<file path="config.mk">
export PLATFORM = sky130hd
export DESIGN_NAME = cclrn_front
export DESIGN_NICKNAME = d
export VERILOG_FILES = /design/src/hdl/cclrn_pkg.sv /design/src/hdl/cclrn_front.sv
export SDC_FILE = /design/constraint.sdc
export NUM_CORES = 2
export LEC_CHECK = 0
export ABC_CLOCK_PERIOD_IN_PS = 19200
export BUFFER_PORTS_ARGS = -buffer_cell sky130_fd_sc_hd__buf_2
export CORE_ASPECT_RATIO = 2
export CORE_UTILIZATION = 45
export CTS_CLUSTER_DIAMETER = 120
export DETAILED_ROUTE_END_ITERATION = 8
export SLEW_MARGIN = 10
export SYNTH_ARGS = -nofsm -noshare
export SYNTH_HDL_FRONTEND = slang
export SYNTH_SLANG_ARGS = --single-unit
export TNS_END_PERCENT = 10
</file>
<file path="constraint.sdc">
create_clock -name clk -period 19.2 [get_ports clk]
set_input_delay 3.84 -clock clk [delete_from_list [all_inputs] [get_ports clk]]
set_output_delay 3.84 -clock clk [all_outputs]
set_load 0.005 [all_outputs]
</file>
<file path="src/hdl/cclrn_pkg.sv">
`default_nettype none
package cclrn_pkg;

  // Register indexes on the configuration port
  localparam logic [1:0] REG_WINDOW_SIZE = 2'd0;
  localparam logic [1:0] REG_BIAS_K      = 2'd1;
  localparam logic [1:0] REG_ALPHA       = 2'd2;
  localparam logic [1:0] REG_BETA        = 2'd3;

  // Reset values of the registers
  localparam logic [3:0]  RST_WINDOW_SIZE = 4'd5;
  localparam logic [15:0] RST_BIAS_K      = 16'd256;
  localparam logic [31:0] RST_ALPHA       = 32'd86;
  localparam logic [15:0] RST_BETA        = 16'd12288;

  // Depth of the job queue between front and back end
  localparam int QUEUE_DEPTH = 4;

  // Fraction bits of log2 and of the exponent
  localparam int FRAC_BITS = 24;

  typedef struct packed {
    logic [3:0]  window_size;
    logic [15:0] bias_k;
    logic [31:0] alpha_norm;
    logic [15:0] beta_exponent;
  } cclrn_cfg_t;

  // Factors 2^(2^-i), i = 1..FRAC_BITS, Q2.30
  typedef logic [FRAC_BITS-1:0][31:0] fact_tab_t;

  // Integer square root, bit by bit
  function automatic logic [63:0] isqrt64(input logic [63:0] n_in);
    logic [63:0] n;
    logic [63:0] root;
    logic [63:0] bv;
    n    = n_in;
    root = '0;
    bv   = 64'h4000_0000_0000_0000;
    for (int j = 0; j < 32; j++) begin
      if (n >= root + bv) begin
        n    = n - (root + bv);
        root = (root >> 1) + bv;
      end else begin
        root = root >> 1;
      end
      bv = bv >> 2;
    end
    return root;
  endfunction

  // Chain of square roots starting at 2.0
  function automatic fact_tab_t make_factors();
    fact_tab_t   t;
    logic [63:0] c;
    c = 64'h8000_0000;
    for (int i = 0; i < FRAC_BITS; i++) begin
      c    = isqrt64(c << 30);
      t[i] = c[31:0];
    end
    return t;
  endfunction

endpackage
`default_nettype wire

</file>
<file path="src/hdl/cclrn_front.sv">
`default_nettype none
module cclrn_front
  import cclrn_pkg::*;
#(
  parameter int MAX_WINDOW = 15,
  parameter int DATA_BITS  = 16,
  parameter int SUM_W      = 36
) (
  input  wire logic                       clk,
  input  wire logic                       rst_n,
  input  wire logic                       clr,
  input  wire logic [3:0]                 window_size,
  input  wire logic                       in_valid,
  output logic                            in_ready,
  input  wire logic [DATA_BITS-1:0]       in_sample,
  input  wire logic                       in_last,
  output logic                            job_push,
  output logic [DATA_BITS+SUM_W:0]        job_data,
  input  wire logic                       q_full
);

  localparam int WIN_CAP = ((MAX_WINDOW - 1) | 1);
  localparam int PEND    = (WIN_CAP - 1) / 2 + 1;
  localparam int CW      = $clog2(PEND + 1);
  localparam int PIDX    = (PEND > 1) ? $clog2(PEND) : 1;
  localparam int WIDX    = (MAX_WINDOW > 1) ? $clog2(MAX_WINDOW) : 1;
  localparam int SQ_W    = 2 * DATA_BITS;

  typedef enum logic {F_RUN, F_FLUSH} fstate_t;

  fstate_t              state_r, state_nxt;
  logic [SQ_W-1:0]      win_r [MAX_WINDOW];
  logic [SQ_W-1:0]      win_nxt [MAX_WINDOW];
  logic [DATA_BITS-1:0] pend_r [PEND];
  logic [DATA_BITS-1:0] pend_nxt [PEND];
  logic [DATA_BITS-1:0] app [PEND];
  logic [SUM_W-1:0]     sum_r, sum_nxt;
  logic [CW-1:0]        pcnt_r, pcnt_nxt, span_r, span_nxt, cnt1, h;
  logic [3:0]           w_raw, w_eff;
  logic [SQ_W-1:0]      tail, sq, sq_in;
  logic [DATA_BITS-1:0] mag, job_sample;
  logic                 job_last, do_shift, do_clear, accept;

  // effective window: odd, capped
  assign w_raw = window_size | 4'd1;
  assign w_eff = (int'(w_raw) > WIN_CAP) ? 4'(WIN_CAP) : w_raw;
  assign h     = CW'(w_eff >> 1);
  assign tail  = win_r[WIDX'(w_eff - 4'd1)];

  assign mag = in_sample[DATA_BITS-1] ? -in_sample : in_sample;
  assign sq  = SQ_W'(mag) * SQ_W'(mag);

  assign in_ready = (state_r == F_RUN) && !q_full;
  assign accept   = in_valid && in_ready;
  assign job_data = {job_last, sum_nxt, job_sample};

  // window step, pending store and flush sequencing
  always_comb begin
    state_nxt  = state_r;
    sum_nxt    = sum_r;
    pcnt_nxt   = pcnt_r;
    span_nxt   = span_r;
    win_nxt    = win_r;
    pend_nxt   = pend_r;
    app        = pend_r;
    cnt1       = pcnt_r;
    job_push   = 1'b0;
    job_sample = pend_r[0];
    job_last   = 1'b0;
    do_shift   = 1'b0;
    do_clear   = 1'b0;
    sq_in      = '0;
    unique case (state_r)
      F_RUN: begin
        if (accept) begin
          do_shift = 1'b1;
          sq_in    = sq;
          if (pcnt_r < CW'(PEND)) begin
            app[PIDX'(pcnt_r)] = in_sample;
            cnt1 = CW'(pcnt_r + 1'b1);
          end
          pend_nxt = app;
          pcnt_nxt = cnt1;
          if (cnt1 > h) begin
            job_push   = 1'b1;
            job_sample = app[0];
            job_last   = in_last && (cnt1 == CW'(1));
            for (int i = 0; i < PEND - 1; i++) begin
              pend_nxt[i] = app[i+1];
            end
            pend_nxt[PEND-1] = '0;
            pcnt_nxt = cnt1 - 1'b1;
          end
          if (in_last) begin
            state_nxt = F_FLUSH;
            span_nxt  = pcnt_nxt;
          end
        end
      end
      F_FLUSH: begin
        priority if (pcnt_r == '0) begin
          do_clear  = 1'b1;
          state_nxt = F_RUN;
        end else if (span_r <= h) begin
          do_shift = 1'b1;
          span_nxt = span_r + 1'b1;
        end else if (!q_full) begin
          job_push   = 1'b1;
          job_sample = pend_r[0];
          job_last   = (pcnt_r == CW'(1));
          for (int i = 0; i < PEND - 1; i++) begin
            pend_nxt[i] = pend_r[i+1];
          end
          pend_nxt[PEND-1] = '0;
          pcnt_nxt = pcnt_r - 1'b1;
          span_nxt = span_r - 1'b1;
        end
      end
      default: state_nxt = F_RUN;
    endcase
    // running sum: square in, tail out
    if (do_shift) begin
      sum_nxt    = sum_r + SUM_W'(sq_in) - SUM_W'(tail);
      win_nxt[0] = sq_in;
      for (int i = 1; i < MAX_WINDOW; i++) begin
        win_nxt[i] = win_r[i-1];
      end
    end
    if (do_clear || clr) begin
      sum_nxt  = '0;
      pcnt_nxt = '0;
      span_nxt = '0;
      for (int i = 0; i < MAX_WINDOW; i++) begin
        win_nxt[i] = '0;
      end
      for (int i = 0; i < PEND; i++) begin
        pend_nxt[i] = '0;
      end
    end
    if (clr) begin
      state_nxt = F_RUN;
    end
  end

  always_ff @(posedge clk) begin
    if (!rst_n) begin
      state_r <= F_RUN;
      sum_r   <= '0;
      pcnt_r  <= '0;
      span_r  <= '0;
      for (int i = 0; i < MAX_WINDOW; i++) begin
        win_r[i] <= '0;
      end
      for (int i = 0; i < PEND; i++) begin
        pend_r[i] <= '0;
      end
    end else begin
      state_r <= state_nxt;
      sum_r   <= sum_nxt;
      pcnt_r  <= pcnt_nxt;
      span_r  <= span_nxt;
      win_r   <= win_nxt;
      pend_r  <= pend_nxt;
    end
  end

endmodule
`default_nettype wire

</file>
# Word-level counts from Yosys, hierarchy flattened
# Index checks and enable logic that the tools add are counted.
# Widths: inputs -> output; s select.
[classes] eq_ne=8 order_cmp=6 n_mul=1 bitwise_logic=4 reduce_logical=11 addsub=9 div_mod_pow=0 n_mux=58 n_shift=0
[ops] cell="$mux 128" count=6
[ops] cell="$pmux 128 s2" count=1
[ops] cell="$bmux 32 s4" count=1
[ops] cell="$bwmux 128" count=1
[ops] cell="$mux 32" count=4
[ops] cell="$mux 36" count=2
[ops] cell="$mux 16" count=4
[ops] cell="$mux 4" count=13
[ops] cell="$demux 16 s3" count=1
[ops] cell="$add 36x32->36" count=1
[ops] cell="$sub 36x32->36" count=1
[ops] cell="$mul 16x16->32" count=1
[ops] cell="$pmux 16 s2" count=1
[ops] cell="$mux 1" count=18
[ops] cell="$neg 16->16" count=1
[ops] cell="$pmux 4 s2" count=2
[ops] cell="$sub 4x1->4 const B" count=4
[ops] cell="$ne 2x2->1 const B" count=5
[ops] cell="$add 4x1->4 const B" count=2
[ops] cell="$eq 4x1->1 const B" count=2
[ops] cell="$pmux 1 s2" count=4
[ops] cell="$reduce_and 4->1" count=2
[ops] cell="$ge 5x5->1 const B" count=1
[ops] cell="$not 4->5" count=1
[ops] cell="13 further kinds" count=18
[totals] output_inout_bits=55 latchBits=0 romBits=0 mem_bits_rw=0 n_memories=0 input_bits=26 register_bits=653

# Depth between registers and ports, before layout
[depth] word_depth=10 ltp_mapped=43 mapped_depth_nobuf=43

# Worst setup path before layout
# Ideal clock, no wire load.
[synth_timing] path_type="input to output" startpoint="input in_sample[0]" endpoint="output job_data[51]" arrival_time_ns=12.981 path_stages=42 path_slack_ns=2.379 path_cell_list="clkinv_1 clkbuf_1 ha_1 nand2_1 nand2_1 xor2_1 clkinv_1 nand2_1 inv_1 fa_1 inv_1 fa_1 inv_1 fa_1 inv_1 fa_1 inv_1 fa_1 (+6 left out) o31ai_1 nand2b_1 a21oi_1 xnor2_1 nand2_1 fa_1 inv_1 ha_1 clkbuf_1 a21oi_1 nor2_1 a2111oi_0 nor2_1 a211oi_2 o21ai_1 mux2i_1 xnor2_1 nor2_1"
[synth_via] elab_chain_len=9
[synth_lines] item="from (decl)" line="cclrn_front.sv:15" text="input wire logic [DATA_BITS-1:0] in_sample,"
[synth_lines] item="$neg 16->16" line="cclrn_front.sv:50" text="assign mag = in_sample[DATA_BITS-1] ? -in_sample : in_sample;"
[synth_lines] item="$mux 16 *" line="cclrn_front.sv:50"
[synth_lines] item="$mul 16x16->32 *" line="cclrn_front.sv:51" text="assign sq = SQ_W'(mag) * SQ_W'(mag);"
[synth_lines] item="$mux 32 *" line="cclrn_front.sv:75" text="if (accept) begin"
[synth_lines] item="$mux 32 *" line="cclrn_front.sv:73" text="unique case (state_r)"
[synth_lines] item="$add 36x32->36 *" line="cclrn_front.sv:123" text="sum_nxt = sum_r + SUM_W'(sq_in) - SUM_W'(tail);"
[synth_lines] item="$sub 36x32->36 *" line="cclrn_front.sv:123"
[synth_lines] item="$mux 36 *" line="cclrn_front.sv:122" text="if (do_shift) begin"
[synth_lines] item="$mux 36 *" line="cclrn_front.sv:129" text="if (do_clear || clr) begin"
[synth_lines] item="to (decl)" line="cclrn_front.sv:18" text="output logic [DATA_BITS+SUM_W:0] job_data,"
# Mark *: on every way between the ends. The rest lies on a longest branch, timed or not.

# Final worst setup path
[layout_timing] startpoint="input in_sample[0]" endpoint="output job_data[45]"
# The elaborated chain is that of the path after synthesis.

==> impl_metrics.yaml <==
cells_and_area:
  nNetsFinal: 4713
  fill_cells: 7929
  drive_above_1_share_pct: 7.88
  synthToLayoutAreaGrowth_pct: 8.66
die:
  fp.coreArea_um2: 80000
  die_y_um: 404
  dieArea_um2: 81900
  die_x_um: 203
  io-pin-count: 81
  num_rows: 147
  initial_utilization_pct: 45.4
setup_path:
  cp_top_family: "adder cells"
  cp.arrival_ns: 14.81
  cp-start-kind: "primary input"
  reg2reg_to: "sum_r[32]"
  critPathSlowestCell: "o31ai_1"
  cp_data_required_time_ns: 15.36
  path_class: "primary input to output pin"
  rr_startpoint: "state_r"
  r2r_slack_ns: 13.06
  rr_worst_depth: 17
  cp.buffers_inverters: 6
  cp_max_fo: 9
  crit_start: "in_sample[0]"
  crit_top_cell: "fa_1"
  critical_path.max_stage_delay_ns: 0.80
  endpoint_kind: "output pin"
run_status:
  status: "finished, final reports clean"
yosys:
  ys_seq_elements: 638
  syn_area_per_cell_um2: 8.15
  yosysWarnings: 0
  post-synth-top-area-fraction_pct: 35.2
  synthTopCellsByCount: "1249 x nand2_1, 647 x a21oi_1, 638 x dfxtp_1"
  synth_ff_type: "dfxtp_1"
  synth_area_um2: 36300
  synthCells: 4455
  synth_edf_count: 0
  synth_top_area_cell: "dfxtp_1"
  synth.area.top_cells: "dfxtp_1 35%, nand2_1 13%, fa_1 11%"
  synthDistinctLibCells: 84
  yosysSeqAreaShare_pct: 35.2
  yosysMostFrequentCell: "nand2_1"
  ys_async_sr_fraction_pct: 0
sta:
  period_needed_ns: 18.65
  fin_crit_sh_pct: 97.1
  rsz0062_at_grt: "false"
  final.setup.tns_ns: 0
  fmax_mhz: 53.6
  worst_pin_slew_ns: 1.08
  slew_headroom_pct: 27.7
  finClkSkew_ns: 0.0365
  finalHoldViolations: 0
  setup_viol: 0
  slew_violations: 0
detailed_routing:
  dr.pass1.iters: 6
  dr_total_vias: 30100
  wl_per_cell_um: 18.2
  drt_iter0_markers: 1929
  wirelength_mm: 99.0
  vias_per_cell: 5.54
  drc: 0
  antenna_left: 0
global_routing:
  track_usage_pct: 24.3
  grt_pass1_wl_mm: 159
  grt.overflow.total: 0
  antenna_found_initial: 0
  grt_max_degree: 215
  first_global_vias: 29600
clock_network:
  post-cts-setup-buffers: 0
  hold_buffers: 0
  clk_pin_slew_ns: 0.07
  clock_insertion_delay_worst_skew_ns: 0.65
  cts_sinks: 638
  cts_buffers: 56
  cts_tree: "done"
  root_buffer: "clkbuf_16"
  cts_resized: 0
  cts_max_level: 2
  clock_path_buffers: 3
placed_design:
  gp_congestion: 0.911
  numPortBuffers: 79
  hpwl_mm: 69.7
worst_hold_path:
  hold_path_depth: 2
  hold_end: "win_r[351]"
  hold_path_class: "flip-flop to flip-flop"
  hold_start: "win_r[383]"
flow_run:
  max-cap-violations: 0
[sequential cells by signal, indices dropped and copies added (netlist names)]
signal / flops
pcnt_r: 4
span_r: 4
state_r: 1
win_r: 465
sum_r: 36
pend_r: 128
[through the flow]
step	hold slack [ns]	instance area [um^2]	utilization (%)	cells	setup slack (ns)
after floorplan	0.429	36300	-	4464	2.38
after global placement	0.434	37300	46.7	5331	0.709
after detailed placement	0.441	37300	46.7	5331	0.703
after CTS	0.430	39400	49.3	5432	0.638
after global routing	0.442	39400	49.3	5432	0.0347
final	0.433	39400	49.3	5433	0.552
[layout make-up]
class | count | area [um^2] | area share [%]
clock inverters | 31 | 526 | 1.33
clock buffers | 70 | 1570 | 3.99
repair buffers | 134 | 838 | 2.13
well taps | 1043 | 1310 | 3.31
flip-flops and latches | 638 | 12800 | 32.4
diodes | 1 | 2.50 | 0.00635
multi-input cells | 3161 | 21100 | 53.5
inverters | 355 | 1330 | 3.38
[tightest hold or removal path: stages, from the launching register on]
cell	delay (ns)
dfxtp_1	0.31
nand2_1	0.05
a21oi_1	0.05
[placed cells by master (no fill, tap or decap), types with 6 or more instances in the layout]
cell and count:
o21ai_1 16, a22o_1 16, buf_4 55, clkbuf_16 56, clkinv_1 7, or3_1 7
clkinv_2 11, o21ai_0 65, and2_1 37, o21bai_1 7, a21oi_1 645, o221ai_1 96
o31ai_1 8, conb_1 11, nand4_1 12, xor2_1 32, a211oi_1 18, nor2_1 152
clkbuf_8 12, bufinv_16 13, nor3_1 20, dfxtp_1 637, mux2_2 16, and3_1 6
fa_1 195, xnor2_1 49, mux4_2 62, o22ai_1 35, inv_1 346, ha_1 146
nor2b_1 8, buf_2 77, nand2b_1 10, mux2i_1 11, nand3_1 23, o22a_1 80
a21o_1 30, nand2_1 1248, a31oi_1 13
[worst max-delay path by stage]
stage,to,depth (start not counted),slack (ns)
floorplan,job_data[51],42,2.38
global placement,job_data[45],39,0.71
detailed placement,job_data[49],38,0.70
CTS,job_data[49],38,0.64
global route,job_data[49],42,0.03
finish,job_data[45],35,0.55
[per-layer routing]
layer,GRT usage [%],vias to the layer above,wire (um)
li1,-,14600,-
met1,26.5,14700,36800
met2,45.7,581,53800
met3,2.49,259,3200
met4,12.5,0,5190
met5,0,-,0
[kinds of logic (layout without fill, tap and decap cells)]
group	Yosys count	in the layout	share of synthesized area (%)
AO/OA/AOI/OAI	1087	1087	18.4
XOR/XNOR	82	82	2.00
other	2	12	0.0207
adder cells (fa/ha/maj)	341	341	15.8
AND/OR/NAND/NOR	1551	1551	17.0
flip-flops	638	638	35.2
multiplexers	89	89	4.65
buffers and inverters	665	590	6.94
Power is not shown: default switching activity piles up to over one toggle a cycle in this logic, so the estimate is an artifact.
