==> src/hdl/cclrn_pkg.sv <==
`default_nettype none
package cclrn_pkg;

  // Register indexes on the configuration port
  localparam logic [1:0] REG_WINDOW_SIZE = 2'd0;
  localparam logic [1:0] REG_BIAS_K      = 2'd1;
  localparam logic [1:0] REG_ALPHA       = 2'd2;
  localparam logic [1:0] REG_BETA        = 2'd3;

  // Reset values of the registers
  localparam logic [3:0]  RST_WINDOW_SIZE = 4'd5;
  localparam logic [15:0] RST_BIAS_K      = 16'd256;
  localparam logic [31:0] RST_ALPHA       = 32'd86;
  localparam logic [15:0] RST_BETA        = 16'd12288;

  // Depth of the job queue between front and back end
  localparam int QUEUE_DEPTH = 4;

  // Fraction bits of log2 and of the exponent
  localparam int FRAC_BITS = 24;

  typedef struct packed {
    logic [3:0]  window_size;
    logic [15:0] bias_k;
    logic [31:0] alpha_norm;
    logic [15:0] beta_exponent;
  } cclrn_cfg_t;

  // Factors 2^(2^-i), i = 1..FRAC_BITS, Q2.30
  typedef logic [FRAC_BITS-1:0][31:0] fact_tab_t;

  // Integer square root, bit by bit
  function automatic logic [63:0] isqrt64(input logic [63:0] n_in);
    logic [63:0] n;
    logic [63:0] root;
    logic [63:0] bv;
    n    = n_in;
    root = '0;
    bv   = 64'h4000_0000_0000_0000;
    for (int j = 0; j < 32; j++) begin
      if (n >= root + bv) begin
        n    = n - (root + bv);
        root = (root >> 1) + bv;
      end else begin
        root = root >> 1;
      end
      bv = bv >> 2;
    end
    return root;
  endfunction

  // Chain of square roots starting at 2.0
  function automatic fact_tab_t make_factors();
    fact_tab_t   t;
    logic [63:0] c;
    c = 64'h8000_0000;
    for (int i = 0; i < FRAC_BITS; i++) begin
      c    = isqrt64(c << 30);
      t[i] = c[31:0];
    end
    return t;
  endfunction

endpackage
`default_nettype wire

==> src/hdl/cclrn_queue.sv <==
`default_nettype none
module cclrn_queue
  import cclrn_pkg::*;
#(
  parameter int WIDTH = 8
) (
  input  wire logic             clk,
  input  wire logic             rst_n,
  input  wire logic             push,
  input  wire logic [WIDTH-1:0] push_data,
  output logic                  full,
  input  wire logic             pop,
  output logic                  empty,
  output logic [WIDTH-1:0]      pop_data
);

  localparam int PW = (QUEUE_DEPTH > 1) ? $clog2(QUEUE_DEPTH) : 1;
  localparam int NW = $clog2(QUEUE_DEPTH + 1);

  logic [WIDTH-1:0] mem_r [QUEUE_DEPTH];
  logic [PW-1:0]    wr_r, rd_r;
  logic [NW-1:0]    cnt_r;
  logic             do_push, do_pop;

  assign full     = (cnt_r == NW'(QUEUE_DEPTH));
  assign empty    = (cnt_r == '0);
  assign do_push  = push && !full;
  assign do_pop   = pop && !empty;
  assign pop_data = mem_r[rd_r];

  // pointers and fill count
  always_ff @(posedge clk) begin
    if (!rst_n) begin
      wr_r  <= '0;
      rd_r  <= '0;
      cnt_r <= '0;
    end else begin
      if (do_push) begin
        wr_r <= (wr_r == PW'(QUEUE_DEPTH - 1)) ? '0 : wr_r + 1'b1;
      end
      if (do_pop) begin
        rd_r <= (rd_r == PW'(QUEUE_DEPTH - 1)) ? '0 : rd_r + 1'b1;
      end
      if (do_push && !do_pop) begin
        cnt_r <= cnt_r + 1'b1;
      end else if (do_pop && !do_push) begin
        cnt_r <= cnt_r - 1'b1;
      end
    end
  end

  // storage
  always_ff @(posedge clk) begin
    if (do_push) begin
      mem_r[wr_r] <= push_data;
    end
  end

endmodule
`default_nettype wire

==> config.mk <==
export PLATFORM = sky130hd
export DESIGN_NAME = cclrn_queue
export DESIGN_NICKNAME = d
export VERILOG_FILES = /design/src/hdl/cclrn_pkg.sv /design/src/hdl/cclrn_queue.sv
export SDC_FILE = /design/constraint.sdc
export NUM_CORES = 1
export LEC_CHECK = 0
export ABC_AREA = 0
export BUFFER_PORTS_ARGS = -buffer_cell sky130_fd_sc_hd__buf_2
export CAP_MARGIN = 30
export CORE_ASPECT_RATIO = 1.75
export CORE_MARGIN = 2
export CORE_UTILIZATION = 56
export DETAILED_ROUTE_END_ITERATION = 12
export GPL_ROUTABILITY_DRIVEN = 0
export GPL_TIMING_DRIVEN = 0
export HOLD_SLACK_MARGIN = 0.05
export PLACE_DENSITY = 0.85
export SLEW_MARGIN = 20
export SYNTH_ARGS = -nofsm -noshare
export SYNTH_HDL_FRONTEND = slang
export SYNTH_SLANG_ARGS = --single-unit
==> constraint.sdc <==
create_clock -name clk -period 6.3 [get_ports clk]
set_clock_uncertainty 0.05 [all_clocks]
set_input_delay 1.26 -clock clk [delete_from_list [all_inputs] [get_ports clk]]
set_output_delay 1.26 -clock clk [all_outputs]
set_load 0.05 [all_outputs]
# [Word-level counts from Yosys, hierarchy flattened]
# Memory sizes are Yosys's and may differ from the RTL's. A register that Yosys moved wholly into a read port is not among the register bits.
# Cells that the tools add are included.
[classes] addsub=4 multipliers=0 div_mod_pow=0 n_lt_le_gt_ge=0 n_eq_ne=3 n_shift=0 muxes=8 bitwise_logic=0 n_reduce_logical=10
[op_table] cell="$mux 2" n=4
[op_table] cell="$mux 3" n=2
[op_table] cell="$add 2x1->2 const B" n=2
[op_table] cell="$eq 2x2->1 const B" n=2
[op_table] cell="$logic_and 1x1->1" n=4
[op_table] cell="$logic_not 1->1" n=4
[op_table] cell="$add 3x1->3 const B" n=1
[op_table] cell="$eq 3x3->1 const B" n=1
[op_table] cell="$logic_not 3->1" n=1
[op_table] cell="$sub 3x1->3 const B" n=1
[op_table] cell="$mux 1" n=2
[op_table] cell="$reduce_bool 2->1" n=1
[word_totals] regBits=7 latchBits=0 mem_bits_rw=32 mem_bits_ro=0 in_bits=12 output_inout_bits=10 wordCells=29 mem_count=1
[mem_list] memory="mem_r" words=4 width=8 read_ports=1 rd_ports_with_merged_regs=1 write_ports=1 line="cclrn_queue.sv:20" text="logic [WIDTH-1:0] mem_r [QUEUE_DEPTH];"

# [Longest topological paths before layout]
# Gate-level depths: netlist of run 1.
[logic_depth] ltp_word=7 ltp_mapped=9 mapped_depth_nobuf=8

# [Least setup slack after synthesis of run 1]
# Ideal clock, no wire load.
[synth_timing] kind="input -> register" from="input push" to="register cnt_r[2]" setup_time_ns=0.076 arrival_ns=2.686 required_ns=6.174 setup_slack_ns=3.489 path_stages=8 path_buffers=1 path_cell_list="nor2b_1 > buf_2 > ha_1 > inv_1 > fa_1 > xor2_1 > or3_1 > a21boi_0"
[synth_via] elab_chain_len=4 elab_cells_between_ends=6 classes_between="1 x mux; 5 x reduce/logical"
[synth_lines] element="start, declared" line="cclrn_queue.sv:9" text="input wire logic push,"
[synth_lines] element="$logic_and 1x1->1 (*)" line="cclrn_queue.sv:27" text="assign do_push = push && !full;"
[synth_lines] element="via do_push" line="cclrn_queue.sv:23" text="logic do_push, do_pop;"
[synth_lines] element="$logic_not 1->1" line="cclrn_queue.sv:46" text="end else if (do_pop && !do_push) begin"
[synth_lines] element="$logic_and 1x1->1" line="cclrn_queue.sv:46"
[synth_lines] element="$reduce_bool 2->1 (no source line)"
[synth_lines] element="end signal, assigned" line="cclrn_queue.sv:45" text="cnt_r <= cnt_r + 1'b1;"
[synth_lines] element="end signal, assigned" line="cclrn_queue.sv:47" text="cnt_r <= cnt_r - 1'b1;"
[synth_lines] element="end, declared" line="cclrn_queue.sv:22" text="logic [NW-1:0] cnt_r;"
# The timed path passes the listed nets; every way through them passes the cells marked *.
# A chain may end at the register's enable or synchronous reset.

==> flow_metrics.py, run 1 <==
metrics = {
    "clock_network": {
        "hold_buffers": 0,
        "cts_max_path_buffers": 2,
        "path_clk_slew_ps": 70,
        "cts-resized-gates": 0,
        "cts_tree": "built",
        "cts-root-buf": "clkbuf_8",
        "cts_sinks": 41,
        "clk_latency_ps": 280,
        "htree_levels": 2,
        "cts_inserted_buffers": 5,
        "post_cts_buffers": 0,
    },
    "place": {
        "dp_hpwl_um": 1754,
        "pre_cts_slack_ps": 3286,
        "port_buffers": 21,
    },
    "timing": {
        "fin_tns_setup_ps": 0,
        "period_needed_ps": 2933,
        "final-hold-violation-count": 0,
        "tightestPinTransition_ps": 567.3,
        "setup_ws_ps": 3367,
        "fmax_mhz": 341.0,
        "period_share": 0.4655,
        "rsz0062_at_grt": "no",
        "drv_slew": 0,
        "setup_viol": 0,
        "slew_headroom": 0.6186,
    },
    "layout": {
        "n_antenna_cell": 0,
        "multi_input_area_um2": 460.4,
        "fillCellCount": 200,
        "drive_gt1_frac": 0.3197,
        "regArea_um2": 1141,
        "area_growth_pct": 13.58,
        "nNetsFinal": 140,
    },
    "hold_path": {
        "hold_path_class": "flip-flop to flip-flop",
    },
    "die": {
        "die_w_um": 44.79,
        "fp.dieH_um": 75.38,
        "start_util": 0.5923,
        "pin_count": 22,
        "dieArea_um2": 3376,
        "core_area_um2": 2753,
        "rows": 25,
    },
    "synthesis": {
        "synth_area_leaders": "edfxtp_1 (59%), dfxtp_1 (11%), mux4_2 (11%)",
        "synth_compound_area_frac": 0.01842,
        "muxShareOfSynthArea": 0.1289,
        "synth_commonest_cells": "edfxtp_1 (32), dfxtp_1 (9), mux4_2 (8)",
        "synth_xor_area_frac": 0.01074,
        "yosysMostFrequentCell": "edfxtp_1",
        "synth_top_family_by_area": "multiplexers",
        "ys_seq_area_frac": 0.6999,
        "synthAdderAreaFrac": 0.05833,
        "synth_cells": 93,
        "synth_simple_gate_area_share": 0.06600,
        "synthArstFlopShare": 0,
        "ys_warn_count": 0,
        "syn_avg_cell_area_um2": 17.53,
        "synth_nets": 112,
        "synth_area_um2": 1630,
        "ys_ff_latch": 41,
        "synthDominantCellAreaShare": 0.5894,
        "synth_edf_count": 32,
        "yosys_most_used_dff": "edfxtp_1",
        "ys_types": 23,
        "synth_top_area_cell": "edfxtp_1",
    },
    "power_and_ir_drop": {
        "irDropWorstVdd_mv": 0.3044,
        "switchingPower_uw": 280.4,
        "clock_power_share": 0.197,
        "leakagePower_nw": 0.6884,
        "combPwrFrac": 0.351,
        "switching_share": 0.3576,
        "internal_power_uw": 503.9,
        "seqPwrFrac": 0.452,
        "powerDensity_nw_per_um2": 423.6,
        "total_power_uw": 784.3,
    },
    "detailed_routing": {
        "drc": 0,
        "avgRoutedWirePerCell_um": 15.90,
        "wirelength_um": 2369,
        "first_pass_iters": 4,
        "viasPerCell": 5.644,
        "vias": 841,
        "postRouteAntennaNets": 0,
        "first_iter_violations": 24,
    },
    "grt": {
        "overflow": 0,
        "grt_pass1_vias": 894,
        "antenna_found_initial": 0,
        "track_usage": 0.1753,
        "grt_first_pass_wirelength_um": 3967,
        "grt_start_max_net_pins": 13,
    },
    "critical_path": {
        "critPathKind": "flip-flop to output pin",
        "worstPathMaxFanout": 8,
        "worstSetupStartpointType": "flip-flop",
        "endpoint_kind": "output pin",
        "arrival_ps": 1620,
        "crit_required_ps": 4990,
    },
    "status": {
        "status": "finished clean",
    },
    "flow_run": {
        "maxCapViolations": 0,
    },
}
==> per-layer routing <==
metal	global-route usage	up-vias	part of all wire
met5	0	-	0
met4	0.09804	0	0.014
met3	0.04265	3	0.041
met2	0.3188	24	0.57
met1	0.1769	410	0.37
li1	-	404	-
==> power groups by stage <==
stage | sequential (mW) | clock (mW) | combinational (mW)
6_report | 0.354 | 0.154 | 0.276
5_1_grt | 0.360 | 0.168 | 0.301
4_1_cts | 0.355 | 0.160 | 0.280
3_5_place_dp | 0.361 | 0 | 0.280
3_3_place_gp | 0.357 | 0 | 0.273
2_1_floorplan | 0.355 | 0 | 0.228
==> critical path: stages (launching register included) <==
cell and delay, ps:
dfxtp_1 300, buf_2 270, mux4_2 550, buf_2 230
==> flip-flops by register name, indices dropped and copies added (netlist names), named ones only <==
register and flops:
mem_r 32, cnt_r 3, rd_r 2, wr_r 2
==> through the flow <==
step             util  hold slack, ps  instances  cell area, um^2
3_3_place_gp   0.6427           425.9        141             1769
3_5_place_dp   0.6427           463.6        141             1769
2_1_floorplan       -           417.7         93             1630
4_1_cts        0.6727           473.5        149             1852
5_1_grt        0.6727           493.2        149             1852
6_report       0.6727           468.6        149             1852
==> layout make-up <==
| type | instances | area share |
|---|---|---|
| buffer | 4 | 0.009459 |
| clock buffer | 6 | 0.03919 |
| clock inverter | 2 | 0.005405 |
| inverter | 3 | 0.006081 |
| multi-input combinational | 45 | 0.2486 |
| sequential | 41 | 0.6162 |
| tap | 27 | 0.01824 |
| timing repair buffer | 21 | 0.05676 |
==> cells in the final DEF, fill, tap and decap left out <==
cell type | netlist | routed
edfxtp_1 | 32 | 32
buf_2 | 2 | 23
dfxtp_1 | 9 | 9
mux4_2 | 8 | 8
nand2_1 | 6 | 6
ha_1 | 6 | 6
and2_1 | 5 | 5
clkbuf_8 | 0 | 5
inv_1 | 3 | 3
mux2i_1 | 3 | 3
o21ai_0 | 3 | 3
nor2b_1 | 2 | 2
clkbuf_1 | 1 | 2
nor2_1 | 2 | 2
nand3_1 | 2 | 2
clkinv_2 | 0 | 2
nor3b_2 | 1 | 1
nor3_1 | 1 | 1
buf_1 | 1 | 1
o31ai_1 | 1 | 1
xnor2_1 | 1 | 1
xor2_1 | 1 | 1
or3_1 | 1 | 1
a21boi_0 | 1 | 1
fa_1 | 1 | 1
==> worst paths after layout <==
kind	start	to	slack, ps	cells after the start
worst max-delay path	flip-flop	pop_data[2]	3370	3
worst min-delay path	wr_r[1]	wr_r[1]	470	2
worst max register to register	cnt_r[0]	cnt_r[2]	3910	7
worst min register to register	wr_r[1]	wr_r[1]	470	2
==> cells by family (layout without fill, tap and decap cells) <==
kind of cell	Yosys count	after routing
AOI/OAI and AO/OA	5	5
xor gates and xnor gates	2	2
adders and majority gates	7	7
buffers and inverters	7	36
DFF	41	41
muxes	11	11
and+or+nand+nor	20	20
(Power assumes the default switching activity.)
==> run 2: changes to the inputs <==
- ABC_AREA: 0 -> 1
- clock period: 6.3 -> 3 ns (I/O delays scaled with it)
==> run 2 against run 1 <==
Against the previous run: cell count is 38% higher; synthesized cell count grew 59%; sequential power grew 120%; register-to-register slack got worse by 2900 ps; design area rose by 5.3%; critical path type unchanged; synthesized area grew 3.8%; die area increased by 3.6%; first-iteration DRC count is 75% higher; clock power increased to 2.9 times the previous value; critical path depth rose by 1; via count up 34%.
==> flow_metrics.py, run 2 <==
metrics = {
    "grt": {
        "track_usage": 0.2029,
        "antenna_found_initial": 0,
        "overflow": 0,
        "grt_first_pass_wirelength_um": 4926,
        "grt_start_max_net_pins": 13,
        "grt_pass1_vias": 1169,
    },
    "clock_network": {
        "htree_levels": 2,
        "cts_tree": "built",
        "path_clk_slew_ps": 80,
        "cts_max_path_buffers": 2,
        "cts-root-buf": "clkbuf_8",
        "cts_sinks": 41,
        "hold_buffers": 0,
        "post_cts_buffers": 0,
        "clk_latency_ps": 290,
        "cts-resized-gates": 0,
        "cts_inserted_buffers": 5,
    },
    "layout": {
        "final_cells": 205,
        "mostFrequentLayoutCells": "nor2_1 (33), edfxtp_1 (32), buf_2 (21), inv_1 (18)",
        "top_regs": "mem_r (32), cnt_r (3)",
        "regArea_um2": 1141,
        "largest-register": "mem_r",
        "multi_input_area_um2": 457.9,
        "mostFrequentLayoutCell": "nor2_1",
        "area_growth_pct": 15.15,
        "largest_reg_flops": 32,
        "nNetsFinal": 195,
        "fillCellCount": 219,
        "drive_gt1_frac": 0.1977,
        "n_antenna_cell": 0,
        "utilization": 0.6733,
    },
    "synthesis": {
        "synth_commonest_cells": "nor2_1 (33), edfxtp_1 (32), inv_1 (18)",
        "ys_seq_area_frac": 0.6741,
        "synthArstFlopShare": 0,
        "ys_ff_latch": 41,
        "synth_area_leaders": "edfxtp_1 (57%), dfxtp_1 (11%), nor2_1 (7.3%)",
        "ys_types": 18,
        "synth_edf_count": 32,
        "synth_cells": 148,
        "synthDominantCellAreaShare": 0.5676,
        "synth_nets": 167,
        "synth_top_area_cell": "edfxtp_1",
        "yosys_most_used_dff": "edfxtp_1",
        "synth_area_um2": 1693,
        "yosysMostFrequentCell": "nor2_1",
        "ys_warn_count": 0,
        "syn_avg_cell_area_um2": 11.44,
    },
    "detailed_routing": {
        "first_iter_violations": 42,
        "postRouteAntennaNets": 0,
        "wirelength_um": 3105,
        "avgRoutedWirePerCell_um": 15.15,
        "first_pass_iters": 4,
        "drc": 0,
        "viasPerCell": 5.512,
        "vias": 1130,
    },
    "timing": {
        "rsz0062_at_grt": "no",
        "fin_tns_setup_ps": 0,
        "drv_slew": 0,
        "final-hold-violation-count": 0,
        "slew_headroom": 0.4649,
        "fmax_mhz": 440.4,
        "period_needed_ps": 2271,
        "setup_viol": 0,
        "tightestPinTransition_ps": 799.6,
        "setup_ws_ps": 729.5,
        "period_share": 0.7568,
    },
    "critical_path": {
        "slowest_stage": "dfxtp_1",
        "crit_buf_inv": 2,
        "critPathKind": "flip-flop to output pin",
        "cp_top_family": "buffers and inverters",
        "r2r_end": "cnt_r[1]",
        "worstSetupStartpointType": "flip-flop",
        "r2r_cells": 9,
        "timing.rr.start": "cnt_r[1]",
        "arrival_ps": 1620,
        "endpoint_kind": "output pin",
        "worstPathMaxFanout": 9,
        "crit_required_ps": 2350,
        "max_stage_delay_ps": 420,
        "cp.depth": 4,
        "r2r_slack_ps": 1050,
        "path_cells": "inv_1 > o21ai_0 > o22ai_1 > buf_2",
        "crit_end": "pop_data[4]",
    },
    "place": {
        "port_buffers": 21,
        "dp_hpwl_um": 2207,
        "pre_cts_slack_ps": 972.8,
        "placed_cells": 197,
    },
    "status": {
        "status": "finished clean",
    },
    "flow_run": {
        "maxCapViolations": 0,
    },
    "die": {
        "core_area_um2": 2895,
        "die_w_um": 45.56,
        "dieArea_um2": 3496,
        "rows": 26,
        "start_util": 0.5847,
        "fp.dieH_um": 76.74,
        "pin_count": 22,
    },
    "power_and_ir_drop": {
        "powerDensity_nw_per_um2": 1029,
        "irDropWorstVdd_mv": 0.7019,
        "leakagePower_nw": 0.8027,
    },
    "hold_path": {
        "hold_path_class": "flip-flop to flip-flop",
    },
}
[run 2: cell types whose count changed after synthesis, moves of 3 or more]
cell     delta
nand2_1     +8
o21ai_2     +3
mux2i_1     -3
mux4_2      -8
o21ai_0    +11
inv_1      +15
o22ai_1     +8
nor2_1     +31
and2_1      -5
[run 2: area by class of cell]
cell class | count | share of cell area
buffer | 2 | 0.01155
clock buffer | 7 | 0.04429
clock inverter | 1 | 0.01540
inverter | 19 | 0.03659
multi-input combinational | 86 | 0.2349
sequential | 41 | 0.5854
tap | 28 | 0.01797
timing repair buffer | 21 | 0.05392
[run 2: logic make-up after synthesis]
logic type,share of synthesized area
flops,0.6741
compound gates,0.09535
buf+inv,0.05543
simple gates,0.1190
fa+ha+maj,0.05617
[run 2: worst register-to-register path, cell delays in order (launching register included)]
cell     delay [ps]
dfxtp_1         340
nor2_1          160
nand2_1         130
nand2_2         150
inv_1            60
ha_1            210
inv_1            90
fa_1            410
o21ai_0         200
nor2_1           50
[run 2: how the worst min path moves through the flow]
| stage | from | end | slack (ps) | depth (start not counted) |
|---|---|---|---|---|
| after global routing | push_data[0] | mem_r[1][0] | 460 | 1 |
| after detailed placement | cnt_r[0] | cnt_r[0] | 460 | 2 |
| after global placement | cnt_r[0] | cnt_r[0] | 440 | 2 |
| after CTS | push_data[7] | mem_r[1][7] | 460 | 1 |
| final | cnt_r[0] | cnt_r[0] | 460 | 2 |
| after floorplan | cnt_r[0] | cnt_r[0] | 430 | 2 |
[run 2: metrics by stage]
step                      power, mW  cell area (um^2)  hold WS, ps
after floorplan               1.376              1693        430.1
after global placement        1.527              1833        443.1
after detailed placement      1.576              1833        457.4
after CTS                     2.019              1949        462.6
after global routing          2.130              1949        455.5
final                         2.006              1949        461.2
[run 2: routing by layer]
layer  global-route usage  share of wire
met1               0.2020           0.37
met2               0.3465           0.57
met3              0.06118          0.051
met4               0.1147          0.014
met5                    0              0
[run 2: where the power goes]
part | internal (mW) | leakage (nW) | total [mW] | switching [mW]
clock | 0.271 | 0.0585 | 0.449 | 0.178
sequential | 0.707 | 0.368 | 0.771 | 0.0643
combinational | 0.209 | 0.376 | 0.786 | 0.577
total | 1.19 | 0.803 | 2.01 | 0.819
