$ cat src/hdl/cclrn_pkg.sv
`default_nettype none
package cclrn_pkg;

  // Register indexes on the configuration port
  localparam logic [1:0] REG_WINDOW_SIZE = 2'd0;
  localparam logic [1:0] REG_BIAS_K      = 2'd1;
  localparam logic [1:0] REG_ALPHA       = 2'd2;
  localparam logic [1:0] REG_BETA        = 2'd3;

  // Reset values of the registers
  localparam logic [3:0]  RST_WINDOW_SIZE = 4'd5;
  localparam logic [15:0] RST_BIAS_K      = 16'd256;
  localparam logic [31:0] RST_ALPHA       = 32'd86;
  localparam logic [15:0] RST_BETA        = 16'd12288;

  // Depth of the job queue between front and back end
  localparam int QUEUE_DEPTH = 4;

  // Fraction bits of log2 and of the exponent
  localparam int FRAC_BITS = 24;

  typedef struct packed {
    logic [3:0]  window_size;
    logic [15:0] bias_k;
    logic [31:0] alpha_norm;
    logic [15:0] beta_exponent;
  } cclrn_cfg_t;

  // Factors 2^(2^-i), i = 1..FRAC_BITS, Q2.30
  typedef logic [FRAC_BITS-1:0][31:0] fact_tab_t;

  // Integer square root, bit by bit
  function automatic logic [63:0] isqrt64(input logic [63:0] n_in);
    logic [63:0] n;
    logic [63:0] root;
    logic [63:0] bv;
    n    = n_in;
    root = '0;
    bv   = 64'h4000_0000_0000_0000;
    for (int j = 0; j < 32; j++) begin
      if (n >= root + bv) begin
        n    = n - (root + bv);
        root = (root >> 1) + bv;
      end else begin
        root = root >> 1;
      end
      bv = bv >> 2;
    end
    return root;
  endfunction

  // Chain of square roots starting at 2.0
  function automatic fact_tab_t make_factors();
    fact_tab_t   t;
    logic [63:0] c;
    c = 64'h8000_0000;
    for (int i = 0; i < FRAC_BITS; i++) begin
      c    = isqrt64(c << 30);
      t[i] = c[31:0];
    end
    return t;
  endfunction

endpackage
`default_nettype wire

$ cat src/hdl/cclrn_back.sv
`default_nettype none
module cclrn_back
  import cclrn_pkg::*;
#(
  parameter int DATA_BITS = 16,
  parameter int SUM_W     = 36
) (
  input  wire logic                       clk,
  input  wire logic                       rst_n,
  input  wire cclrn_cfg_t                 cfg,
  input  wire logic                       q_empty,
  input  wire logic [DATA_BITS+SUM_W:0]   q_data,
  output logic                            q_pop,
  output logic                            out_valid,
  input  wire logic                       out_ready,
  output logic [DATA_BITS-1:0]            out_data,
  output logic                            out_last
);

  localparam int SUM_HW = (SUM_W > 32) ? SUM_W - 32 : 1;
  localparam fact_tab_t FACTORS = make_factors();

  typedef enum logic [3:0] {
    B_IDLE, B_SLO, B_SHI, B_NORM, B_LOG, B_EXPN, B_POW, B_MAG, B_DONE
  } bstate_t;

  bstate_t              state_r;
  logic [DATA_BITS-1:0] smp_r;
  logic [SUM_W-1:0]     sum_r;
  logic                 last_r, zero_r;
  logic [63:0]          plo_r, v_r;
  logic [31:0]          m_r, acc_r;
  logic [4:0]           e_r, it_r;
  logic [FRAC_BITS-1:0] frac_r, f24_r;
  logic signed [9:0]    ip_r;
  logic                 out_valid_r, out_last_r;
  logic [DATA_BITS-1:0] out_data_r;

  logic [SUM_HW+31:0]   sum_ext;
  logic [SUM_HW-1:0]    hi;
  logic                 hi_sat, neg, scale_sat;
  logic [31:0]          op_a, op_b, scale;
  logic [63:0]          prod;
  logic [71:0]          total;
  logic [32:0]          sqm;
  logic [DATA_BITS-1:0] mag, res;
  logic signed [5:0]    e_off;
  logic signed [29:0]   lg;
  logic signed [47:0]   e38;
  logic signed [10:0]   s, n;
  logic [63:0]          limit, r, rnd;
  logic                 out_free;

  assign sum_ext  = (SUM_HW + 32)'(sum_r);
  assign hi       = sum_ext[32 +: SUM_HW];
  assign hi_sat   = (SUM_HW > 24) && ((hi >> 24) != '0);
  assign neg      = smp_r[DATA_BITS-1];
  assign mag      = neg ? -smp_r : smp_r;
  assign out_free = !out_valid_r || out_ready;
  assign q_pop    = (state_r == B_IDLE) && !q_empty;

  // shared 32x32 multiplier
  always_comb begin
    unique case (state_r)
      B_SLO: begin
        op_a = cfg.alpha_norm;
        op_b = sum_ext[31:0];
      end
      B_SHI: begin
        op_a = cfg.alpha_norm;
        op_b = 32'(hi);
      end
      B_LOG: begin
        op_a = m_r;
        op_b = m_r;
      end
      B_POW: begin
        op_a = acc_r;
        op_b = FACTORS[it_r];
      end
      B_MAG: begin
        op_a = acc_r;
        op_b = 32'(mag);
      end
      default: begin
        op_a = '0;
        op_b = '0;
      end
    endcase
    prod = 64'(op_a) * 64'(op_b);
  end

  // scale = k<<16 + floor(alpha*sum/2^24), saturated
  assign total     = (72'(prod) << 8) + 72'(plo_r >> 24) + (72'(cfg.bias_k) << 16);
  assign scale_sat = hi_sat || (total[71:32] != '0);
  assign scale     = scale_sat ? 32'hFFFF_FFFF : total[31:0];

  // log squaring step
  assign sqm = prod[63:31];

  // exponent -beta*log2(scale), Q.38
  assign e_off = $signed({1'b0, e_r}) - 6'sd24;
  assign lg    = {e_off, frac_r};
  assign e38   = -(48'(($signed({1'b0, cfg.beta_exponent})) * lg));

  // final shift, rounding and saturation
  always_comb begin
    s     = 11'(ip_r) - 11'sd30;
    n     = -s;
    limit = neg ? (64'd1 << (DATA_BITS - 1)) : ((64'd1 << (DATA_BITS - 1)) - 64'd1);
    rnd   = '0;
    if (zero_r) begin
      r = '0;
    end else if (!s[10]) begin
      r = (s >= 11'sd2) ? limit : (v_r << s[0]);
    end else if (n > 11'sd63) begin
      r = '0;
    end else begin
      rnd = (v_r >> (n[5:0] - 6'd1)) + 64'd1;
      r   = rnd >> 1;
    end
    if (r > limit) begin
      r = limit;
    end
    res = neg ? DATA_BITS'(-r) : DATA_BITS'(r);
  end

  // sequencer
  always_ff @(posedge clk) begin
    if (!rst_n) begin
      state_r     <= B_IDLE;
      out_valid_r <= 1'b0;
    end else begin
      if (state_r == B_DONE && out_free) begin
        out_valid_r <= 1'b1;
      end else if (out_valid_r && out_ready) begin
        out_valid_r <= 1'b0;
      end
      unique case (state_r)
        B_IDLE: begin
          if (!q_empty) begin
            smp_r   <= q_data[DATA_BITS-1:0];
            sum_r   <= q_data[DATA_BITS +: SUM_W];
            last_r  <= q_data[DATA_BITS+SUM_W];
            state_r <= B_SLO;
          end
        end
        B_SLO: begin
          plo_r   <= prod;
          state_r <= B_SHI;
        end
        B_SHI: begin
          m_r    <= scale;
          e_r    <= 5'd31;
          zero_r <= (scale == '0) || (smp_r == '0);
          state_r <= ((scale == '0) || (smp_r == '0)) ? B_DONE : B_NORM;
        end
        B_NORM: begin
          if (m_r[31]) begin
            it_r    <= '0;
            frac_r  <= '0;
            state_r <= B_LOG;
          end else begin
            m_r <= m_r << 1;
            e_r <= e_r - 1'b1;
          end
        end
        B_LOG: begin
          frac_r <= {frac_r[FRAC_BITS-2:0], sqm[32]};
          m_r    <= sqm[32] ? sqm[32:1] : sqm[31:0];
          it_r   <= it_r + 1'b1;
          if (it_r == 5'(FRAC_BITS - 1)) begin
            state_r <= B_EXPN;
          end
        end
        B_EXPN: begin
          ip_r    <= e38[47:38];
          f24_r   <= e38[37:14];
          acc_r   <= 32'h4000_0000;
          it_r    <= '0;
          state_r <= B_POW;
        end
        B_POW: begin
          if (f24_r[FRAC_BITS-1]) begin
            acc_r <= prod[61:30];
          end
          f24_r <= f24_r << 1;
          it_r  <= it_r + 1'b1;
          if (it_r == 5'(FRAC_BITS - 1)) begin
            state_r <= B_MAG;
          end
        end
        B_MAG: begin
          v_r     <= prod;
          state_r <= B_DONE;
        end
        B_DONE: begin
          if (out_free) begin
            out_data_r  <= res;
            out_last_r  <= last_r;
            state_r     <= B_IDLE;
          end
        end
        default: state_r <= B_IDLE;
      endcase
    end
  end

  assign out_valid = out_valid_r;
  assign out_data  = out_data_r;
  assign out_last  = out_last_r;

endmodule
`default_nettype wire
$ cat config.mk
export PLATFORM = sky130hd
export DESIGN_NAME = cclrn_back
export DESIGN_NICKNAME = d
export VERILOG_FILES = /design/src/hdl/cclrn_pkg.sv /design/src/hdl/cclrn_back.sv
export SDC_FILE = /design/constraint.sdc
export NUM_CORES = 2
export LEC_CHECK = 0
export ABC_AREA = 1
export BUFFER_PORTS_ARGS = -buffer_cell sky130_fd_sc_hd__buf_2
export CORE_UTILIZATION = 55
export DETAILED_ROUTE_END_ITERATION = 12
export HOLD_SLACK_MARGIN = 0.05
export PLACE_DENSITY = 0.71
export SLEW_MARGIN = 10
export SYNTH_ARGS = -nofsm -noshare
export SYNTH_HDL_FRONTEND = slang
export SYNTH_SLANG_ARGS = --single-unit
$ cat constraint.sdc
create_clock -name clk -period 13 [get_ports clk]
set_input_delay 1.95 -clock clk [delete_from_list [all_inputs] [get_ports clk]]
set_output_delay 1.95 -clock clk [all_outputs]
set_load 0.02 [all_outputs]
# After elaboration in Yosys (flattened, before gate mapping)
# Memories as Yosys holds them, arrays and structs flattened. A register that Yosys moved wholly into a read port is not among the register bits.
# Cells that the tools add are included.
# Widths: inputs -> output; s select.
[totals] reg_bits=336 romBits=1024 input_bits=125 out_inout_bits=19 memories=1
[op_classes] addsub=12 n_mul=2 magnitude_cmp=4 eq_ne=16 n_shift=2 n_mux=34 n_bitwise=1 n_reduce_logical=34
[memory_table] memory="(no name shown)" depth=32 word_bits=32 rd=1 rd_clocked_by_memory_dff=1 write_ports=0 line_no="cclrn_back.sv:79" rtl="op_b = FACTORS[it_r];"
[ops] operator="$mux 64" count=3
[ops] operator="$pmux 32 s3" count=2
[ops] operator="$mux 32" count=5
[ops] operator="$pmux 32 s5" count=1
[ops] operator="$pmux 24 s2" count=2
[ops] operator="$add 72x32->72" count=1
[ops] operator="$add 72x40->72" count=1
[ops] operator="$add 64x1->64 const B" count=1
[ops] operator="$gt 64x16->1" count=1
[ops] operator="$mul 32x32->64" count=1
[ops] operator="$mux 16" count=4
[ops] operator="$pmux 32 s2" count=1
[ops] operator="$shl 64x1->64" count=1
[ops] operator="$shr 64x6->64" count=1
[ops] operator="$mux 63" count=1
[ops] operator="$neg 47->48" count=1
[ops] operator="$mul 17x30->47" count=1
[ops] operator="$reduce_bool 40->1" count=1
[ops] operator="$pmux 4 s9" count=1
[ops] operator="$logic_not 32->1" count=1
[ops] operator="$neg 16->16" count=2
[ops] operator="$mux 24" count=1
[ops] operator="$mux 4" count=6
[ops] operator="$reduce_and 3->1" count=7
[ops] operator="other kinds (30)" count=58

# Depth between registers and ports, before layout
[logic_depth] ltp_word=12 mapped_depth=68 mapped_depth_nobuf=67

# Least setup slack after synthesis
# No wires, ideal clock.
[synth_path] path_type="in2reg" startpoint="input cfg[32] in the netlist's numbering" endpoint="register m_r[25], data pin" setup_time_ns=0.264 t_arrival_ns=11.149 t_required_ns=12.736 slack_ns=1.587 path_stages=47 n_path_buf=3 path_cell_list="a21oi_1 inv_1 clkbuf_1 nand2_1 fa_1 inv_1 fa_1 inv_1 fa_1 fa_1 inv_1 fa_1 inv_1 fa_1 inv_1 fa_1 fa_1 ha_1 [... 11 more ...] o21ai_0 o211ai_1 a31oi_1 o21ai_0 nand2_1 nand3_1 nand2_1 nor2_2 nand3_1 xor2_1 nor2_1 nand2_1 nor2_1 nand2_1 buf_2 buf_6 o21ai_0 nand3_1"
[synth_between] elab_chain_cells=7 elab_cells_between_ends=8 classes_between="2 x add/sub; 1 x mul; 4 x mux; 1 x reduce/logical"
[synth_rtl] item="from (decl)" line_no="cclrn_back.sv:10" rtl="input wire cclrn_cfg_t cfg,"
[synth_rtl] item="$pmux 32 s3" line_no="cclrn_back.sv:64" rtl="unique case (state_r)"
[synth_rtl] item="$mul 32x32->64" line_no="cclrn_back.sv:90" rtl="prod = 64'(op_a) * 64'(op_b);"
[synth_rtl] item="via prod[20]" line_no="cclrn_back.sv:43" rtl="logic [63:0] prod;"
[synth_rtl] item="$add 72x40->72" line_no="cclrn_back.sv:94" rtl="assign total = (72'(prod) << 8) + 72'(plo_r >> 24) + (72'(cfg.bias_k) << 16);"
[synth_rtl] item="$add 72x32->72" line_no="cclrn_back.sv:94"
[synth_rtl] item="$reduce_bool 40->1" line_no="cclrn_back.sv:95" rtl="assign scale_sat = hi_sat || (total[71:32] != '0);"
[synth_rtl] item="$mux 32" line_no="cclrn_back.sv:96" rtl="assign scale = scale_sat ? 32'hFFFF_FFFF : total[31:0];"
[synth_rtl] item="$pmux 32 s3" line_no="cclrn_back.sv:139" rtl="unique case (state_r)"
[synth_rtl] item="to (signal assigned)" line_no="cclrn_back.sv:153" rtl="m_r <= scale;"
[synth_rtl] item="to (signal assigned)" line_no="cclrn_back.sv:164" rtl="m_r <= m_r << 1;"
[synth_rtl] item="to (signal assigned)" line_no="cclrn_back.sv:170" rtl="m_r <= sqm[32] ? sqm[32:1] : sqm[31:0];"
[synth_rtl] item="to (decl)" line_no="cclrn_back.sv:32" rtl="logic [31:0] m_r, acc_r;"
# The timed path passes the listed nets, and every way through them passes these cells.
# A chain may end at the register's enable or synchronous reset.

# Worst setup path in the final report
[layout_path] startpoint="register state_r[1]" endpoint="register m_r[18], data pin"
[layout_between] elab_chain_cells=9 elab_cells_between_ends=17 classes_between="2 x add/sub; 1 x mul; 6 x eq/ne; 5 x mux; 3 x reduce/logical"
[layout_rtl] item="from (decl)" line_no="cclrn_back.sv:27" rtl="bstate_t state_r;"
[layout_rtl] item="from (signal assigned)" line_no="cclrn_back.sv:156" rtl="state_r <= ((scale == '0) || (smp_r == '0)) ? B_DONE : B_NORM;"
[layout_rtl] item="$eq 4x3->1, or another cell as far along" line_no="cclrn_back.sv:64"
[layout_rtl] item="$reduce_or 2->1 (no source line)"
[layout_rtl] item="$pmux 32 s3" line_no="cclrn_back.sv:64"
[layout_rtl] item="$mul 32x32->64 (*)" line_no="cclrn_back.sv:90"
[layout_rtl] item="via prod[51]" line_no="cclrn_back.sv:43"
[layout_rtl] item="$add 72x40->72 (*)" line_no="cclrn_back.sv:94"
[layout_rtl] item="$add 72x32->72 (*)" line_no="cclrn_back.sv:94"
[layout_rtl] item="$reduce_bool 40->1 (*)" line_no="cclrn_back.sv:95"
[layout_rtl] item="$mux 32 (*)" line_no="cclrn_back.sv:96"
[layout_rtl] item="$pmux 32 s3 (*)" line_no="cclrn_back.sv:139"
# The timed path passes the listed nets; every way through them passes the cells marked *.

==> flow_metrics.env <==
export IMPL_cts_htree_levels=2
export IMPL_cts_buffer_depth=3
export IMPL_r2r_start="state_r[1]$_SDFFE_PN0P_"
export IMPL_hold_class="reg -> reg"
export IMPL_hold_start="last_r$_DFFE_PP_"
export IMPL_cts_tree="yes"
export IMPL_period_minus_slack_ns=12.66
export IMPL_dp_slack_ns=0.0926
export IMPL_synth_cell_types=62
export IMPL_rsz0062_at_grt="false"
export IMPL_drive_above_1_share_pct=6.30
export IMPL_hpwl_um=223000
export IMPL_min_period_over_period_pct=97.4
export IMPL_grt_max_degree=108
export IMPL_r2r_end="m_r[18]$_DFFE_PP_"
export IMPL_r2r_cells=49
export IMPL_clk_pin_slew_ns=0.07
export IMPL_fillers=13300
export IMPL_worst_setup_path_start_kind="flip-flop"
export IMPL_core_area_mm2=0.140
export IMPL_io_buffer_count=139
export IMPL_drc=0
export IMPL_die_height_um=379
export IMPL_async_reset_ff_share_pct=0
export IMPL_wirelength_um=268000
export IMPL_gr_total_overflow=0
export IMPL_tightest_slew_ns=1.10
export IMPL_start_util_pct=55.6
export IMPL_status="completed"
export IMPL_r2r_slack_ns=0.34
export IMPL_holdPathEnd="out_last$_DFFE_PP_"
export IMPL_rows=137
export IMPL_ys_flop_type="edfxtp_1"
export IMPL_finalSetupTns_ns=0
export IMPL_wl_per_cell_um=21.8
export IMPL_synth_area_per_cell_um2=7.53
export IMPL_finalHoldViolCount=0
export IMPL_cp_slowest_stage_delay_ns=0.70
export IMPL_grt_use_total_pct=37.8
export IMPL_yosysSeqAreaShare_pct=12.7
export IMPL_fin_skew_ns=0.0281
export IMPL_cts_root_buf="clkbuf_16"
export IMPL_ys_warnings_count=0
export IMPL_multiInputGateArea_mm2=0.0576
export IMPL_via_per_inst=5.61
export IMPL_cts_sinks=341
export IMPL_drv_cap=0
export IMPL_syn_num_nets=12400
export IMPL_regArea_mm2=0.00990
export IMPL_firstDrtPassIters=7
export IMPL_required_ns=13.32
export IMPL_finalMaxSlewViolations=0
export IMPL_crit_type="reg -> reg"
export IMPL_netlist_instances=10400
export IMPL_io_pins=144
export IMPL_num_vias=69100
export IMPL_synth_area_mm2=0.0780
export IMPL_synth_seq_cells=341
export IMPL_die_area_mm2=0.143
export IMPL_holdPathStages=0
export IMPL_crit_path_end_kind="flip-flop"
export IMPL_antenna_found_initial=40
export IMPL_cts_inserted_buffers=40
export IMPL_cpMaxStageDelayCell="xnor2_1"
export IMPL_crit_fanout=21
export IMPL_clk_insertion_delay_late_ns=0.60
export IMPL_postLayoutCoreUtil_pct=59.0
export IMPL_maxClockFrequency_mhz=79.0
export IMPL_ant_nets=0
export IMPL_synth_edff_count=307
export IMPL_area_delta_synth_final_pct=5.97
export IMPL_setup_viol=0
export IMPL_slew_limit_headroom_pct=26.1
export IMPL_chipWidth_um=379
export IMPL_fin_ws_ns=0.343
export IMPL_gp_congestion=1.14
export IMPL_grt_pass1_vias=68200
export IMPL_worstPathArrival_ns=12.98
export IMPL_first_iter_violations=7297
export IMPL_nets=12400
export IMPL_grt_pass1_wl_um=406000
-- Yosys cell counts (7+ instances only) --
cell type  number  area, um2
nor3_1         55        275
inv_1        2290       8600
nand2_2        42        263
nand3_1       484       2420
nor2_1        826       3100
fa_1         1373      27500
clkbuf_1      324       1220
o21bai_1       13       97.6
nand4_1        70        438
buf_6          20        225
edfxtp_1      307       9220
a221oi_1       11       96.3
buf_2          42        210
xnor2_1        50        438
inv_2          31        116
xor2_1         88        771
a211oi_1        7       52.6
nor2_4         11        124
buf_1          23       86.3
clkinv_1       21       78.8
a31oi_1        32        200
nand3_2         7       70.1
ha_1          493       6170
o21ai_0       275       1380
a21oi_1       264       1320
nor4_1         18        113
nand2_1      2882      10800
o21ai_1        59        295
nand2_4        14        158
o21a_1         15        113
a21o_1         14        105
nand3b_1        9       67.6
nor2_2         30        188
buf_4          21        158
dfxtp_1        34        681
o221ai_1       14        123
or2_2          16        100
o211ai_1       29        218
-- cell type report --
type,instances,area share [%]
multi-input cells,7252,69.6
flip-flops and latches,341,12.0
inverters,2346,10.7
repair buffers,403,3.27
well taps,1876,2.84
clock buffers,48,1.25
clock inverters,25,0.318
diodes,25,0.0757
-- placed cells by master, fill, tap and decap left out, drive strengths merged, types with 7 or more instances in the layout --
cell	Yosys	layout
nand2	2938	2938
clkbuf	324	48
clkinvlp	0	8
a221oi	11	11
or2	17	17
o21bai	13	13
nand4	72	72
a21oi	265	265
dfxtp	34	34
nor4	18	18
ha	493	493
edfxtp	307	307
xnor2	50	50
buf	106	403
nand3b	9	9
fa	1373	1373
nand3	491	491
a211oi	7	7
a21o	14	14
diode	0	25
a31oi	32	32
o221ai	14	14
nor3	57	57
inv	2325	2330
nor2	867	867
o21ai	335	335
o211ai	29	29
clkinv	21	30
xor2	89	89
o21a	15	15
-- worst max path at each step --
| stage | startpoint | to | slack (ns) | cells past startpoint |
|---|---|---|---|---|
| after detailed placement | cfg[32] | m_r[18]$_DFFE_PP_ | 0.09 | 47 |
| after floorplan | cfg[32] | m_r[25]$_DFFE_PP_ | 1.59 | 47 |
| after CTS | smp_r[1]$_DFFE_PP_ | m_r[18]$_DFFE_PP_ | 0.19 | 57 |
| after global placement | cfg[32] | m_r[18]$_DFFE_PP_ | 0.23 | 46 |
| final | state_r[1]$_SDFFE_PN0P_ | m_r[18]$_DFFE_PP_ | 0.34 | 49 |
| after global routing | smp_r[1]$_DFFE_PP_ | m_r[18]$_DFFE_PP_ | 0.008 | 57 |
-- metal layers --
layer / global-route usage [%] / up-vias / wire length, um
met2: 55.7 / 3474 / 115000
met1: 53.9 / 34100 / 112000
met3: 10.6 / 516 / 32300
met5: 0.480 / - / 250
li1: - / 31000 / -
met4: 11.0 / 30 / 8890
-- worst max-delay path: cells and delay by family (launching register included) --
kind | cells | cell delay [ns]
simple gates | 17 | 1.89
buf+inv | 16 | 3.19
xor+xnor | 1 | 0.70
flops | 1 | 0.44
compound gates | 6 | 1.90
fa+ha+maj | 9 | 4.25
-- metrics by stage --
stage / hold slack (ns) / cell area, um2 / instances
CTS: 0.430 / 82600 / 12300
global route: 0.433 / 82700 / 12300
floorplan: 0.400 / 78000 / 10400
finish: 0.428 / 82700 / 12300
detailed placement: 0.418 / 81300 / 12200
global placement: 0.418 / 81300 / 12200
-- state kept, by name, summed over array words and instances (netlist names), 4 cells and up, named ones only --
signal    cells
acc_r        32
e_r           5
f24_r        24
frac_r       24
ip_r         10
it_r          5
m_r          32
out_data     16
plo_r        40
smp_r        16
state_r       4
sum_ext      36
v_r          64
-- cells by family after synthesis --
| group | share of synthesized area (%) |
|---|---|
| xor+xnor | 1.57 |
| compound gates | 5.49 |
| simple gates | 23.4 |
| flops | 12.7 |
| fa+ha+maj | 43.1 |
| buf+inv | 13.7 |
-- what timing repair did --
action	in CTS	in global routing
hold buffers	0	0
setup endpoints to repair	0	36
resized for setup	0	18
setup buffers	0	0
Power is not shown: default switching activity piles up to over one toggle a cycle in this logic, so the estimate is an artifact.
